**config.mk**
```make
export PLATFORM = sky130hd
export DESIGN_NAME = mqrb_front
export DESIGN_NICKNAME = d
export VERILOG_FILES = /design/src/design/mqrb_pkg.sv /design/src/design/mqrb_front.sv
export SDC_FILE = /design/constraint.sdc
export NUM_CORES = 1
export LEC_CHECK = 0
export BUFFER_PORTS_ARGS = -buffer_cell sky130_fd_sc_hd__buf_2
export CORE_AREA = 3 3 40 42
export DETAILED_ROUTE_END_ITERATION = 8
export DIE_AREA = 0 0 43 45
export GPL_TIMING_DRIVEN = 0
export PLACE_DENSITY_LB_ADDON = 0.08
export SLEW_MARGIN = 20
export SYNTH_ARGS = -nofsm -noshare
export SYNTH_HDL_FRONTEND = slang
export SYNTH_SLANG_ARGS = --single-unit
```
**constraint.sdc**
```tcl
create_clock -name vclk -period 1.02
set_clock_uncertainty 0.15 [all_clocks]
set_input_delay 0.102 -clock vclk [all_inputs]
set_output_delay 0.102 -clock vclk [all_outputs]
set_load 0.02 [all_outputs]
```
**src/design/mqrb_pkg.sv**
```systemverilog
package mqrb_pkg;

    // field widths fixed by the stream format
    localparam int BYTE_W = 8;
    localparam int QID_W  = 4;
    localparam int OCC_W  = 9;
    localparam int KIND_W = 3;
    localparam int CMD_W  = 2;
    localparam int CAP_W  = 9;
    localparam int NQ_W   = 5;
    localparam int CFG_W  = 9;
    localparam int RESULT_LIMIT = 16;

    // command codes (s_tuser)
    localparam logic [CMD_W-1:0] CMD_REPORT  = 2'd0;
    localparam logic [CMD_W-1:0] CMD_ENQUEUE = 2'd1;
    localparam logic [CMD_W-1:0] CMD_DEQUEUE = 2'd2;

    // result kinds (m_tuser)
    localparam logic [KIND_W-1:0] KIND_PUSH_OK  = 3'd0;
    localparam logic [KIND_W-1:0] KIND_PUSH_ERR = 3'd1;
    localparam logic [KIND_W-1:0] KIND_POP_OK   = 3'd2;
    localparam logic [KIND_W-1:0] KIND_POP_ERR  = 3'd3;
    localparam logic [KIND_W-1:0] KIND_REPORT   = 3'd4;

    // configuration register indexes
    localparam logic CFG_CAPACITY = 1'b0;
    localparam logic CFG_QUEUES   = 1'b1;

    typedef enum logic [1:0] {
        OP_REPORT,
        OP_ENQ,
        OP_ENQ_REJECT,
        OP_DEQ
    } op_kind_t;

    typedef struct packed {
        op_kind_t            kind;
        logic [BYTE_W-1:0]   data;
        logic [QID_W-1:0]    queue;
    } op_t;

    typedef enum logic {
        BK_IDLE,
        BK_WALK
    } back_state_t;

endpackage

```
**src/design/mqrb_front.sv**
```systemverilog
module mqrb_front (
    input  logic                       s_tvalid,
    output logic                       s_tready,
    input  logic [15:0]                s_tdata,   // byte_in[7:0], target_queue[11:8]
    input  logic [mqrb_pkg::CMD_W-1:0] s_tuser,   // cmd[1:0]
    input  logic [mqrb_pkg::NQ_W-1:0]  eff_queues,
    input  logic                       op_full,
    output logic                       op_push,
    output mqrb_pkg::op_t              op_data
);
    import mqrb_pkg::*;

    logic [BYTE_W-1:0] in_byte;
    logic [QID_W-1:0]  in_queue;
    logic              known_cmd;

    assign in_byte  = s_tdata[7:0];
    assign in_queue = s_tdata[11:8];
    assign s_tready = !op_full;

    always_comb begin
        known_cmd      = 1'b1;
        op_data.data   = in_byte;
        op_data.queue  = in_queue;
        op_data.kind   = OP_REPORT;
        unique case (s_tuser)
            CMD_REPORT: begin
                op_data.kind = OP_REPORT;
            end
            CMD_ENQUEUE: begin
                // targets outside the active set never reach the store
                if (NQ_W'(in_queue) >= eff_queues) begin
                    op_data.kind = OP_ENQ_REJECT;
                end else begin
                    op_data.kind = OP_ENQ;
                end
            end
            CMD_DEQUEUE: begin
                op_data.kind = OP_DEQ;
            end
            default: begin
                known_cmd = 1'b0;   // unused code, dropped
            end
        endcase
    end

    assign op_push = s_tvalid && !op_full && known_cmd;

endmodule

```
# Word level (Yosys, flattened, before mapping)
# Index checks and enable logic that the tools add are counted.
# totals
reg_bits	0
in_bits	25
output_inout_bits	16
wordCells	11
# op_classes
magnitude_cmp	1
eq_ne	2
muxes	3
n_reduce_logical	5
# op_table
operator	n
greater-or-equal comparator 4 x 5 -> 1 bit	1
one-hot mux 2 bit (2 select lines)	1
OR reduction 3 bit	1
== test 2 x 1 -> 1 bit (second input constant)	1
== test 2 bit (second input constant)	1
logical AND 1 bit	2
logical NOT 2 bit	1
two-way mux 2 bit	1
logical NOT 1 bit	1
two-way mux 1 bit	1

# Depth between registers and ports, before layout
# logic_depth
depth_word	4
depth_mapped	5
depth_no_buf	5

# Worst setup path after synthesis
# OpenSTA, ideal clock, no wires.
# synth_timing
kind	input-to-output
startpoint	in eff_queues[2] in the netlist's numbering
endpoint	out op_data[12] in the netlist's numbering
arrival_time_ns	1.002
required_time_ns	0.768
slack_ns	-0.234
cell_stages	5
cell_sequence	inv_1 > ha_1 > a21o_1 > a31oi_2 > o21ba_1
# synth_lines
item	line	rtl
start: declaration	mqrb_front.sv:6	input logic [mqrb_pkg::NQ_W-1:0] eff_queues,
end: declaration	mqrb_front.sv:9	output mqrb_pkg::op_t op_data

==> results.py <==
metrics = {
    "floorplanning": {
        "rows": 13,
        "die_area_sq_um": 1940,
        "design.core.area_sq_um": 1280,
        "dieWidth_microns": 43,
        "die_y_microns": 45,
        "ioPinCount": 41,
        "initial_utilization_pct": 23.5,
    },
    "global_routing": {
        "grt_start_max_net_pins": 4,
        "grt-ovfl-total": 0,
        "track_usage_pct": 6.97,
        "grt_pass1_vias": 300,
        "antenna_found_initial": 0,
        "grt_pass1_wl_mm": 1.12,
    },
    "setup_path": {
        "path_class": "primary input to output pin",
        "crit_slowest_cell": "ha_4",
        "cp-start-kind": "primary input",
        "arrival_ps": 1030,
        "path_cells": "buf_6 > ha_4 > a21o_1 > a31oi_4 > o22ai_2 > buf_6",
        "endpoint_kind": "output pin",
        "slowest_delay_ps": 230,
        "cpMostUsedCell": "buf_6",
        "cp_max_fo": 2,
        "crit_required_ps": 770,
    },
    "cells_and_area": {
        "final_core_util_pct": 48.5,
        "diodes": 0,
        "fillers": 126,
        "area_growth_pct": 107,
        "flops_and_latches": 0,
        "nClkBuffers": 0,
        "layout-drive-gt1-share_pct": 81.9,
        "nets": 106,
        "ff_latch_area_sq_um": 0,
    },
    "flow_run": {
        "cap_violations": 0,
    },
    "route": {
        "ant_nets": 0,
        "firstDrtPassIters": 1,
        "vias": 369,
        "via_per_inst": 4.24,
        "wl_microns": 829,
        "wl_per_cell_microns": 9.53,
        "drt_iter0_drc": 0,
        "drc": 0,
    },
    "yosys": {
        "synth.most_common_cell": "buf_4",
        "seq_area_frac_synth_pct": 0,
        "syn_inst": 41,
        "synth_area_sq_um": 302,
        "yosys.area.top_type": "buf_4",
        "yosysWarnings": 0,
        "ys_types": 16,
        "netlist_top_cells_count": "buf_4 (12), inv_1 (8), ha_1 (7), nor2b_1 (2)",
        "synthTopCellsByArea": "buf_4 (30%), ha_1 (29%), inv_1 (10%)",
        "syn_avg_cell_area_sq_um": 7.35,
        "synth_fp_nets": 73,
        "synth_top_area_share_pct": 29.9,
    },
    "power": {
        "switchingPower_uw": 138,
        "power.share.sequential_pct": 0,
        "pwr_density_cell_nw_per_um2": 488,
        "p_sw_share_pct": 45.5,
        "power_frac_comb_pct": 100.0,
        "clkPwrFrac_pct": 0,
        "power.internal_uw": 166,
        "power.leakage_nw": 0.336,
        "ir_drop_v": 0.000167,
    },
    "timing": {
        "rsz0062_at_grt": "true",
        "final_max_slew_viol_count": 0,
        "slew_headroom_pct": 87.8,
        "min_period_over_period_pct": 126,
        "setup_slack_ps": -262,
        "setup_viol": 2,
        "max_freq_mhz": 780,
        "setup_tns_ps": -522,
        "worst_pin_slew_ps": 183,
        "hold_viol_final": 0,
        "post-route-min-period_ps": 1280,
    },
    "status": {
        "violations": "setup timing",
        "status": "finished with violations",
    },
    "place": {
        "gp_congestion": 0.694,
        "portBuffers": 29,
        "post-place-ws_ps": -349,
    },
    "hold_path": {
        "min_path_type": "primary input to output pin",
    },
}
==> cell usage in the layout, fill, tap and decap left out <==
cell,synthesis,layout
nand2b_4,0,1
o21ba_4,0,1
or2b_1,1,1
inv_1,8,4
a31oi_4,0,1
nor3b_2,0,1
buf_4,12,15
a31oi_1,1,1
nor2b_2,0,1
nor2b_4,0,1
o22ai_2,0,1
ha_4,0,4
nand3_1,1,1
a21o_1,1,1
ha_1,7,3
nand2_1,1,1
nor2_1,1,1
buf_2,0,22
a21oi_2,0,1
inv_4,0,2
inv_2,0,2
buf_6,0,6
==> worst max-delay path, delay by kind of cell <==
family | cells | cell delay, ps
buf+inv | 2 | 240
fa+ha+maj | 1 | 230
compound gates | 3 | 460
==> what timing repair did <==
item / 4_1_cts / 5_1_grt
endpoints found under the hold margin: 0 / 0
hold buffers: 0 / 0
gates resized for setup: 7 / 15
buffers inserted: 1 / 1
pin swaps: 4 / 8
setup endpoints to repair: 2 / 3
==> per-stage QoR <==
stage          hold slack [ps]  power [mW]  cells  instance area [sq um]
2_1_floorplan              105       0.178     41                    360
3_3_place_gp               273       0.251     85                    524
3_5_place_dp               273       0.253     85                    524
4_1_cts                    273       0.273     86                    556
5_1_grt                    277       0.326     87                    623
6_report                   272       0.304     87                    623
==> path summary, 6_finish.rpt <==
path                        start           to  slack (ps)  cells after the start
worst min-delay path   s_tdata[7]  op_data[11]         270                      2
worst max-delay path  s_tdata[10]  op_data[13]        -260                      6
==> cell type report <==
cell class / instances / area, sq um / area share, %
plain buffers: 12 / 90.1 / 14.5
inverters: 8 / 35.0 / 5.62
multi-input cells: 21 / 279 / 44.8
well taps: 15 / 18.8 / 3.01
repair buffers: 31 / 200 / 32.1
==> metal layers <==
metal	vias to the layer above	routed length, microns	global-route usage [%]
met4	0	0	0
met5	-	0	0
met1	161	259	7.62
li1	182	-	-
met2	26	450	15.6
met3	0	119	0
==> power by group through the flow <==
stage | clock network, mW | registers, mW | logic, mW
global placement | 0 | 0 | 0.251
finish | 0 | 0 | 0.304
CTS | 0 | 0 | 0.273
floorplan | 0 | 0 | 0.178
detailed placement | 0 | 0 | 0.253
global route | 0 | 0 | 0.326
==> cell families (layout without fill, tap and decap cells) <==
group / after synthesis / count (layout) / share of synthesized area [%]
compound gates: 6 / 6 / 15.8
buf+inv: 20 / 51 / 39.8
simple gates: 8 / 8 / 15.4
fa+ha+maj: 7 / 7 / 29.0
No activity file was read; power rests on OpenSTA's default activity.
