File: src/design/mqrb_pkg.sv
package mqrb_pkg;

    // field widths fixed by the stream format
    localparam int BYTE_W = 8;
    localparam int QID_W  = 4;
    localparam int OCC_W  = 9;
    localparam int KIND_W = 3;
    localparam int CMD_W  = 2;
    localparam int CAP_W  = 9;
    localparam int NQ_W   = 5;
    localparam int CFG_W  = 9;
    localparam int RESULT_LIMIT = 16;

    // command codes (s_tuser)
    localparam logic [CMD_W-1:0] CMD_REPORT  = 2'd0;
    localparam logic [CMD_W-1:0] CMD_ENQUEUE = 2'd1;
    localparam logic [CMD_W-1:0] CMD_DEQUEUE = 2'd2;

    // result kinds (m_tuser)
    localparam logic [KIND_W-1:0] KIND_PUSH_OK  = 3'd0;
    localparam logic [KIND_W-1:0] KIND_PUSH_ERR = 3'd1;
    localparam logic [KIND_W-1:0] KIND_POP_OK   = 3'd2;
    localparam logic [KIND_W-1:0] KIND_POP_ERR  = 3'd3;
    localparam logic [KIND_W-1:0] KIND_REPORT   = 3'd4;

    // configuration register indexes
    localparam logic CFG_CAPACITY = 1'b0;
    localparam logic CFG_QUEUES   = 1'b1;

    typedef enum logic [1:0] {
        OP_REPORT,
        OP_ENQ,
        OP_ENQ_REJECT,
        OP_DEQ
    } op_kind_t;

    typedef struct packed {
        op_kind_t            kind;
        logic [BYTE_W-1:0]   data;
        logic [QID_W-1:0]    queue;
    } op_t;

    typedef enum logic {
        BK_IDLE,
        BK_WALK
    } back_state_t;

endpackage

File: src/design/mqrb_op_fifo.sv
module mqrb_op_fifo (
    input  logic          aclk,
    input  logic          aresetn,
    input  logic          push,
    input  mqrb_pkg::op_t push_data,
    input  logic          pop,
    output mqrb_pkg::op_t pop_data,
    output logic          full,
    output logic          empty
);
    import mqrb_pkg::*;

    op_t        slot_reg [2];
    logic       wr_ptr_reg, wr_ptr_next;
    logic       rd_ptr_reg, rd_ptr_next;
    logic [1:0] cnt_reg, cnt_next;

    assign full     = (cnt_reg == 2'd2);
    assign empty    = (cnt_reg == 2'd0);
    assign pop_data = slot_reg[rd_ptr_reg];

    always_comb begin
        wr_ptr_next = wr_ptr_reg;
        rd_ptr_next = rd_ptr_reg;
        cnt_next    = cnt_reg;
        if (push) begin
            wr_ptr_next = !wr_ptr_reg;
        end
        if (pop) begin
            rd_ptr_next = !rd_ptr_reg;
        end
        if (push && !pop) begin
            cnt_next = cnt_reg + 2'd1;
        end else if (pop && !push) begin
            cnt_next = cnt_reg - 2'd1;
        end
    end

    always_ff @(posedge aclk) begin
        if (!aresetn) begin
            wr_ptr_reg <= 1'b0;
            rd_ptr_reg <= 1'b0;
            cnt_reg    <= 2'd0;
        end else begin
            wr_ptr_reg <= wr_ptr_next;
            rd_ptr_reg <= rd_ptr_next;
            cnt_reg    <= cnt_next;
        end
    end

    always_ff @(posedge aclk) begin
        if (push) begin
            slot_reg[wr_ptr_reg] <= push_data;
        end
    end

endmodule

File: config.mk
export PLATFORM = sky130hd
export DESIGN_NAME = mqrb_op_fifo
export DESIGN_NICKNAME = d
export VERILOG_FILES = /design/src/design/mqrb_pkg.sv /design/src/design/mqrb_op_fifo.sv
export SDC_FILE = /design/constraint.sdc
export NUM_CORES = 1
export LEC_CHECK = 0
export BUFFER_PORTS_ARGS = -buffer_cell sky130_fd_sc_hd__buf_2
export CAP_MARGIN = 15
export CORE_AREA = 2 2 60 62
export CTS_CLUSTER_DIAMETER = 80
export CTS_CLUSTER_SIZE = 30
export DETAILED_ROUTE_END_ITERATION = 10
export DIE_AREA = 0 0 62 64
export PLACE_DENSITY_LB_ADDON = 0.08
export RECOVER_POWER = 100
export SLEW_MARGIN = 10
export SYNTH_ARGS = -nofsm -noshare
export SYNTH_HDL_FRONTEND = slang
export SYNTH_SLANG_ARGS = --single-unit
File: constraint.sdc
create_clock -name aclk -period 2.41 [get_ports aclk]
set_input_delay 0.1205 -clock aclk [delete_from_list [all_inputs] [get_ports aclk]]
set_output_delay 0.1205 -clock aclk [all_outputs]
set_load 0.1 [all_outputs]
Word-level counts from Yosys, hierarchy flattened --
Memories as Yosys holds them, arrays and structs flattened. A register that Yosys moved wholly into a read port is not among the register bits. Cells that the tools add are included.
Word-level totals: bits in writable memories 28, word-level logic and storage cells 21, bits of input ports 18, register bits 4, memories kept 1
Memories:
- slot_reg | depth 2, width 14, read ports 1, clocked after Yosys merged registers in 1, write ports 1, RTL line mqrb_op_fifo.sv:13 | op_t slot_reg [2];
Cells by class: multiplexer cells 6, eq/ne operators 1, reduce and logical (&&, ||, !) cells 8, $add $sub $neg 2
Operators with widths (count):
- zero test 1 bit | 4
- two-way mux 1 bit | 4
- two-way mux 2 bit | 2
- adder 2 x 1 -> 2 bit, second input constant | 1
- == test 2 bit, second input constant | 1
- logical AND 1 bit | 2
- zero test 2 bit | 1
- nonzero test 2 bit | 1
- subtractor 2 x 1 -> 2 bit, second input constant | 1

Depth between registers and ports, before layout --
Gate-level depths: netlist of the first run.
depth in word-level cells 4, gate-level depth with buffers 5

Least setup slack after synthesis of the first run --
Ideal clock, no wire load.
path type register to output, start register cnt_reg[0], end output empty, stages on the path, launching flop included 2, setup slack 0.706 ns, data arrival time 1.583 ns, path buffers 0, required time 2.289 ns, cells stage by stage dfxtp_1 nor2_1
On the way: word-level cells in the longest chain between the ends 1
Ends and longest elaborated chain:
- from (decl) | RTL line mqrb_op_fifo.sv:16 | logic [1:0] cnt_reg, cnt_next;
- from (signal assigned) | RTL line mqrb_op_fifo.sv:47 | cnt_reg <= cnt_next;
- zero test 2 bit | RTL line mqrb_op_fifo.sv:19 | assign empty = (cnt_reg == 2'd0);
- to (decl) | RTL line mqrb_op_fifo.sv:9 | output logic empty
Every way passes these cells.

==> results of run 1 <==
## how the worst min path moves through the flow
| stage | from | endpoint | cells after the start |
|---|---|---|---|
| CTS | aresetn | wr_ptr_reg$_SDFFE_PN0P_ | 2 |
| detailed placement | push_data[9] | slot_reg[0][9]$_DFFE_PP_ | 1 |
| floorplan | push_data[0] | slot_reg[0][0]$_DFFE_PP_ | 0 |
| finish | aresetn | wr_ptr_reg$_SDFFE_PN0P_ | 2 |
| global route | aresetn | wr_ptr_reg$_SDFFE_PN0P_ | 2 |
| global placement | push_data[6] | slot_reg[0][6]$_DFFE_PP_ | 1 |
## stage by stage
step / util / instances / setup WS, ns / total power, mW
floorplan: - / 65 / 0.706 / 0.975
global route: 0.493 / 165 / 0.317 / 1.37
detailed placement: 0.439 / 143 / 0.820 / 1.03
global placement: 0.439 / 143 / 0.822 / 1.03
finish: 0.493 / 165 / 0.421 / 1.30
CTS: 0.497 / 165 / 0.437 / 1.33
## layer usage
metal | global-route usage | routed length [µm] | vias to the layer above
li1 | - | - | 352
met1 | 0.112 | 810 | 326
met2 | 0.176 | 942 | 21
met3 | 0.0607 | 112 | 6
met4 | 0.0559 | 44 | 0
met5 | 0 | 0 | -
## placed cells by master, fill, tap and decap left out, drive strengths merged
cell type,count
dlygate4sd3,14
and2b,1
xor2,2
xnor2,1
buf,10
o21a,1
ha,1
inv,1
mux2,14
and2,4
nor2b,2
nor2,1
or3,1
clkbuf,28
dfxtp,5
edfxtp,28
o21ai,1
clkinv,3
a21boi,1
## worst max-delay path, cell delays in order, from the launching register on
cell	delay (ns)
dfxtp_1	0.76
mux2_2	0.41
clkbuf_2	0.37
## cell type report
cell class / count / area share
clock buffers: 5 / 0.0232
clock inverters: 3 / 0.00773
inverters: 1 / 0.00232
multi-input cells: 30 / 0.168
flip-flops and latches: 33 / 0.581
well taps: 46 / 0.0355
repair buffers: 47 / 0.182
## power groups by stage
stage                     registers (mW)  clock network, mW  logic, mW
after floorplan                    0.679                  0      0.295
after global placement             0.689                  0      0.338
after detailed placement           0.690                  0      0.340
after CTS                          0.677              0.293      0.358
after global routing               0.681              0.321      0.366
final                              0.676              0.279      0.350
## cells by family (layout without fill, tap and decap cells)
logic type,count (synthesis),after routing,synth area share
flops,33,33,0.768
mux,14,14,0.129
simple gates,9,9,0.0460
compound gates,3,3,0.0163
xor+xnor,3,3,0.0215
buf+inv,2,56,0.00919
fa+ha+maj,1,1,0.0102
## what timing repair did
item / 4_1_cts / 5_1_grt
hold buffers: 14 / 0
setup endpoints to repair: 0 / 0
setup buffers: 0 / 0
resized for setup: 0 / 0
hold endpoints to repair: 28 / 0
==> impl_metrics.env, run 1 <==
export IMPL_routed_wl_um=1910
export IMPL_root_buffer="clkbuf_4"
export IMPL_fillCellCount=308
export IMPL_maxCapViolCount=0
export IMPL_rsz0062_at_grt="no"
export IMPL_criticalPathCategory="reg2out"
export IMPL_max_freq_ghz=0.503
export IMPL_finalHoldViolCount=0
export IMPL_multi_input_area_um2=273
export IMPL_cts_buffers=5
export IMPL_largest_reg_flops=28
export IMPL_p_per_area_nw_per_um2=806
export IMPL_drc=0
export IMPL_min_period_over_period=0.825
export IMPL_synth_area_per_cell_um2=18.8
export IMPL_p_int_uw=841
export IMPL_start_util=0.373
export IMPL_seqCellArea_um2=941
export IMPL_synth_distinct_cells=16
export IMPL_power_frac_seq=0.518
export IMPL_dpl_cell_area_um2=1440
export IMPL_power_frac_comb=0.268
export IMPL_max_vdd_ir_drop_mv=0.357
export IMPL_synth_area_leaders="edfxtp_1, mux2_2, dfxtp_1"
export IMPL_synth_area_um2=1220
export IMPL_diodes=0
export IMPL_ctsLongestPathBuffers=2
export IMPL_grt_max_degree=16
export IMPL_p_leak_nw=0.607
export IMPL_firstDrtPassIters=4
export IMPL_areaGrowthSynthToFinish_pct=32.2
export IMPL_grt_pass1_vias=717
export IMPL_clock_skew_ns=0.00603
export IMPL_synth_seq_area_share=0.768
export IMPL_postSynthCellCount=65
export IMPL_die_area_um2=3970
export IMPL_tightest_slew_ns=1.38
export IMPL_grt_usage=0.110
export IMPL_slew_violations=0
export IMPL_regToRegEndpoint="slot_reg[0][0]$_DFFE_PP_"
export IMPL_worstSetupEndpointType="primary output"
export IMPL_timing_rr_start="wr_ptr_reg$_SDFFE_PN0P_"
export IMPL_numClockSinks=33
export IMPL_yosys_warnings=0
export IMPL_ys_flop_type="edfxtp_1"
export IMPL_start_kind="register"
export IMPL_synth_edff_count=28
export IMPL_design_area_um2=1620
export IMPL_dpl_hpwl_um=1170
export IMPL_ios=34
export IMPL_min_period_ns=1.99
export IMPL_coreArea_um2=3280
export IMPL_power_switching_uw=464
export IMPL_rrSetupSlack_ns=0.65
export IMPL_synthTopCellsByCount="edfxtp_1, mux2_2, dfxtp_1"
export IMPL_vias_per_cell=4.27
export IMPL_htreeDepth=2
export IMPL_final_nets=137
export IMPL_required_ns=2.29
export IMPL_p_clk_frac=0.214
export IMPL_synth_seq_cells=33
export IMPL_tns_ns=0
export IMPL_ant_nets=0
export IMPL_first_iter_violations=14
export IMPL_slew_headroom=0.0794
export IMPL_endpoint="pop_data[8]"
export IMPL_grt_pass1_wl_um=2990
export IMPL_outcome="finished, final reports clean"
export IMPL_rows=21
export IMPL_setup_violations=0
export IMPL_critPathArrivalTime_ns=1.87
export IMPL_syn_nets=84
export IMPL_grt_overflow_total=0
export IMPL_p_sw_frac=0.355
export IMPL_synth_top_area_cell="edfxtp_1"
export IMPL_hp_class="in2reg"
export IMPL_ys_async_sr_fraction=0
export IMPL_ff2ff_path_depth=1
export IMPL_antenna_found_initial=0
export IMPL_portBuffers=33
export IMPL_clk_latency_ns=0.32
export IMPL_clk_pin_slew_worst_paths_ns=0.10
export IMPL_synth_most_common_cell="edfxtp_1"
export IMPL_crit_fanout=14
export IMPL_die_width_um=62
export IMPL_synth_top_area_share=0.686
export IMPL_whs_ns=0.0488
export IMPL_place_gp_congestion=0.633
export IMPL_final_layout_size_suffix_gt1_frac=0.378
export IMPL_fp_dieH_um=64
export IMPL_dr_total_vias=705
export IMPL_wire_per_inst_um=11.6
export IMPL_tritoncts="built"
Note: power is estimated with default switching activity, not from simulation.
==> run 2, diff against run 1 <==
clock period = 1.9 ns   (was 2.41 ns; I/O delays follow)
==> impl_metrics.env, run 2 (synthesized netlist as in run 1, its figures left out) <==
export IMPL_hp_class="in2reg"
export IMPL_fp_dieH_um=64
export IMPL_rsz0062_at_grt="no"
export IMPL_final_util=0.563
export IMPL_start_kind="register"
export IMPL_coreArea_um2=3280
export IMPL_final_layout_size_suffix_gt1_frac=0.281
export IMPL_p_total_mw=1.81
export IMPL_dpl_hpwl_um=1390
export IMPL_worstSetupEndpointType="primary output"
export IMPL_dr_total_vias=720
export IMPL_maxCapViolCount=0
export IMPL_tightest_slew_ns=0.961
export IMPL_ff2ff_path_depth=2
export IMPL_ant_nets=0
export IMPL_place_inst=145
export IMPL_wire_per_inst_um=12.4
export IMPL_finalHoldViolCount=0
export IMPL_largest_reg_flops=28
export IMPL_vias_per_cell=4.31
export IMPL_hold_depth=2
export IMPL_areaGrowthSynthToFinish_pct=51.1
export IMPL_layout_commonest_cell="edfxtp_1"
export IMPL_firstDrtPassIters=2
export IMPL_diodes=0
export IMPL_min_period_over_period=0.908
export IMPL_clock_skew_ns=0.00587
export IMPL_critPathArrivalTime_ns=1.63
export IMPL_tns_ns=0
export IMPL_required_ns=1.80
export IMPL_min_delay_start="aresetn"
export IMPL_rows=21
export IMPL_slew_headroom=0.359
export IMPL_criticalPathCategory="reg2out"
export IMPL_grt_pass1_wl_um=3280
export IMPL_die_width_um=62
export IMPL_htreeDepth=2
export IMPL_tritoncts="built"
export IMPL_portBuffers=33
export IMPL_ctsLongestPathBuffers=2
export IMPL_numClockSinks=33
export IMPL_routed_wl_um=2080
export IMPL_setup_violations=0
export IMPL_min_period_ns=1.72
export IMPL_drc=0
export IMPL_cts_buffers=5
export IMPL_p_leak_nw=0.696
export IMPL_grt_max_degree=15
export IMPL_first_iter_violations=5
export IMPL_clk_pin_slew_worst_paths_ns=0.09
export IMPL_root_buffer="clkbuf_4"
export IMPL_whs_ns=0.0328
export IMPL_antenna_found_initial=0
export IMPL_final_cells=167
export IMPL_outcome="finished, final reports clean"
export IMPL_grt_usage=0.121
export IMPL_start_util=0.373
export IMPL_clk_latency_ns=0.32
export IMPL_max_vdd_ir_drop_mv=0.534
export IMPL_mostFrequentLayoutCells="edfxtp_1, dlygate4sd3_1, buf_12"
export IMPL_die_area_um2=3970
export IMPL_postCtsSetupRepairBufs=0
export IMPL_grt_pass1_vias=746
export IMPL_slew_violations=0
export IMPL_fillCellCount=286
export IMPL_crit_fanout=8
export IMPL_place_gp_congestion=0.653
export IMPL_ios=34
export IMPL_final_nets=139
export IMPL_timing_rr_start="wr_ptr_reg$_SDFFE_PN0P_"
export IMPL_max_freq_ghz=0.580
export IMPL_p_per_area_nw_per_um2=977
export IMPL_grt_overflow_total=0
==> run 2: routing by layer <==
| metal | vias up | global-route usage | wire length (µm) |
|---|---|---|---|
| met1 | 340 | 0.122 | 776 |
| li1 | 352 | - | - |
| met3 | 7 | 0.0648 | 135 |
| met4 | 0 | 0.0559 | 40 |
| met2 | 21 | 0.199 | 1120 |
| met5 | - | 0 | 0 |
==> run 2: power breakdown <==
part           switching (mW)  leakage (nW)  internal, mW
logic                   0.368         0.359         0.194
clock network           0.213        0.0326         0.182
registers              0.0190         0.304         0.832
total                   0.600         0.696          1.21
==> run 2: cell type report <==
type                    count  area (µm²)  share of cell area
inverters                   1        3.75             0.00203
flip-flops and latches     33         941               0.508
clock buffers               8        58.8              0.0318
repair buffers             49         517               0.279
well taps                  46        57.6              0.0311
multi-input cells          30         273               0.147
==> run 2: repair_timing <==
item,4_1_cts,5_1_grt
hold endpoints to repair,28,0
hold buffers,14,0
resized for setup,0,0
==> run 2: final timing paths <==
kind / to / slack [ns]
worst max-delay path: pop_data[5] / 0.18
worst min-delay path: cnt_reg[0]$_SDFFE_PN0P_ / 0.03
worst max register to register: slot_reg[0][1]$_DFFE_PP_ / 0.30
worst min register to register: cnt_reg[1]$_SDFFE_PN0P_ / 0.53
==> run 2: critical path, cell delays in order (launching register included) <==
cell	delay [ns]
dfxtp_1	0.50
buf_4	0.24
mux2_1	0.38
buf_12	0.18
==> run 2: through the flow <==
stage	cell area, µm²	worst slack, ns
4_1_cts	1870	0.141
3_5_place_dp	1670	0.518
2_1_floorplan	1220	0.222
5_1_grt	1850	0.0650
3_3_place_gp	1670	0.517
6_report	1850	0.175
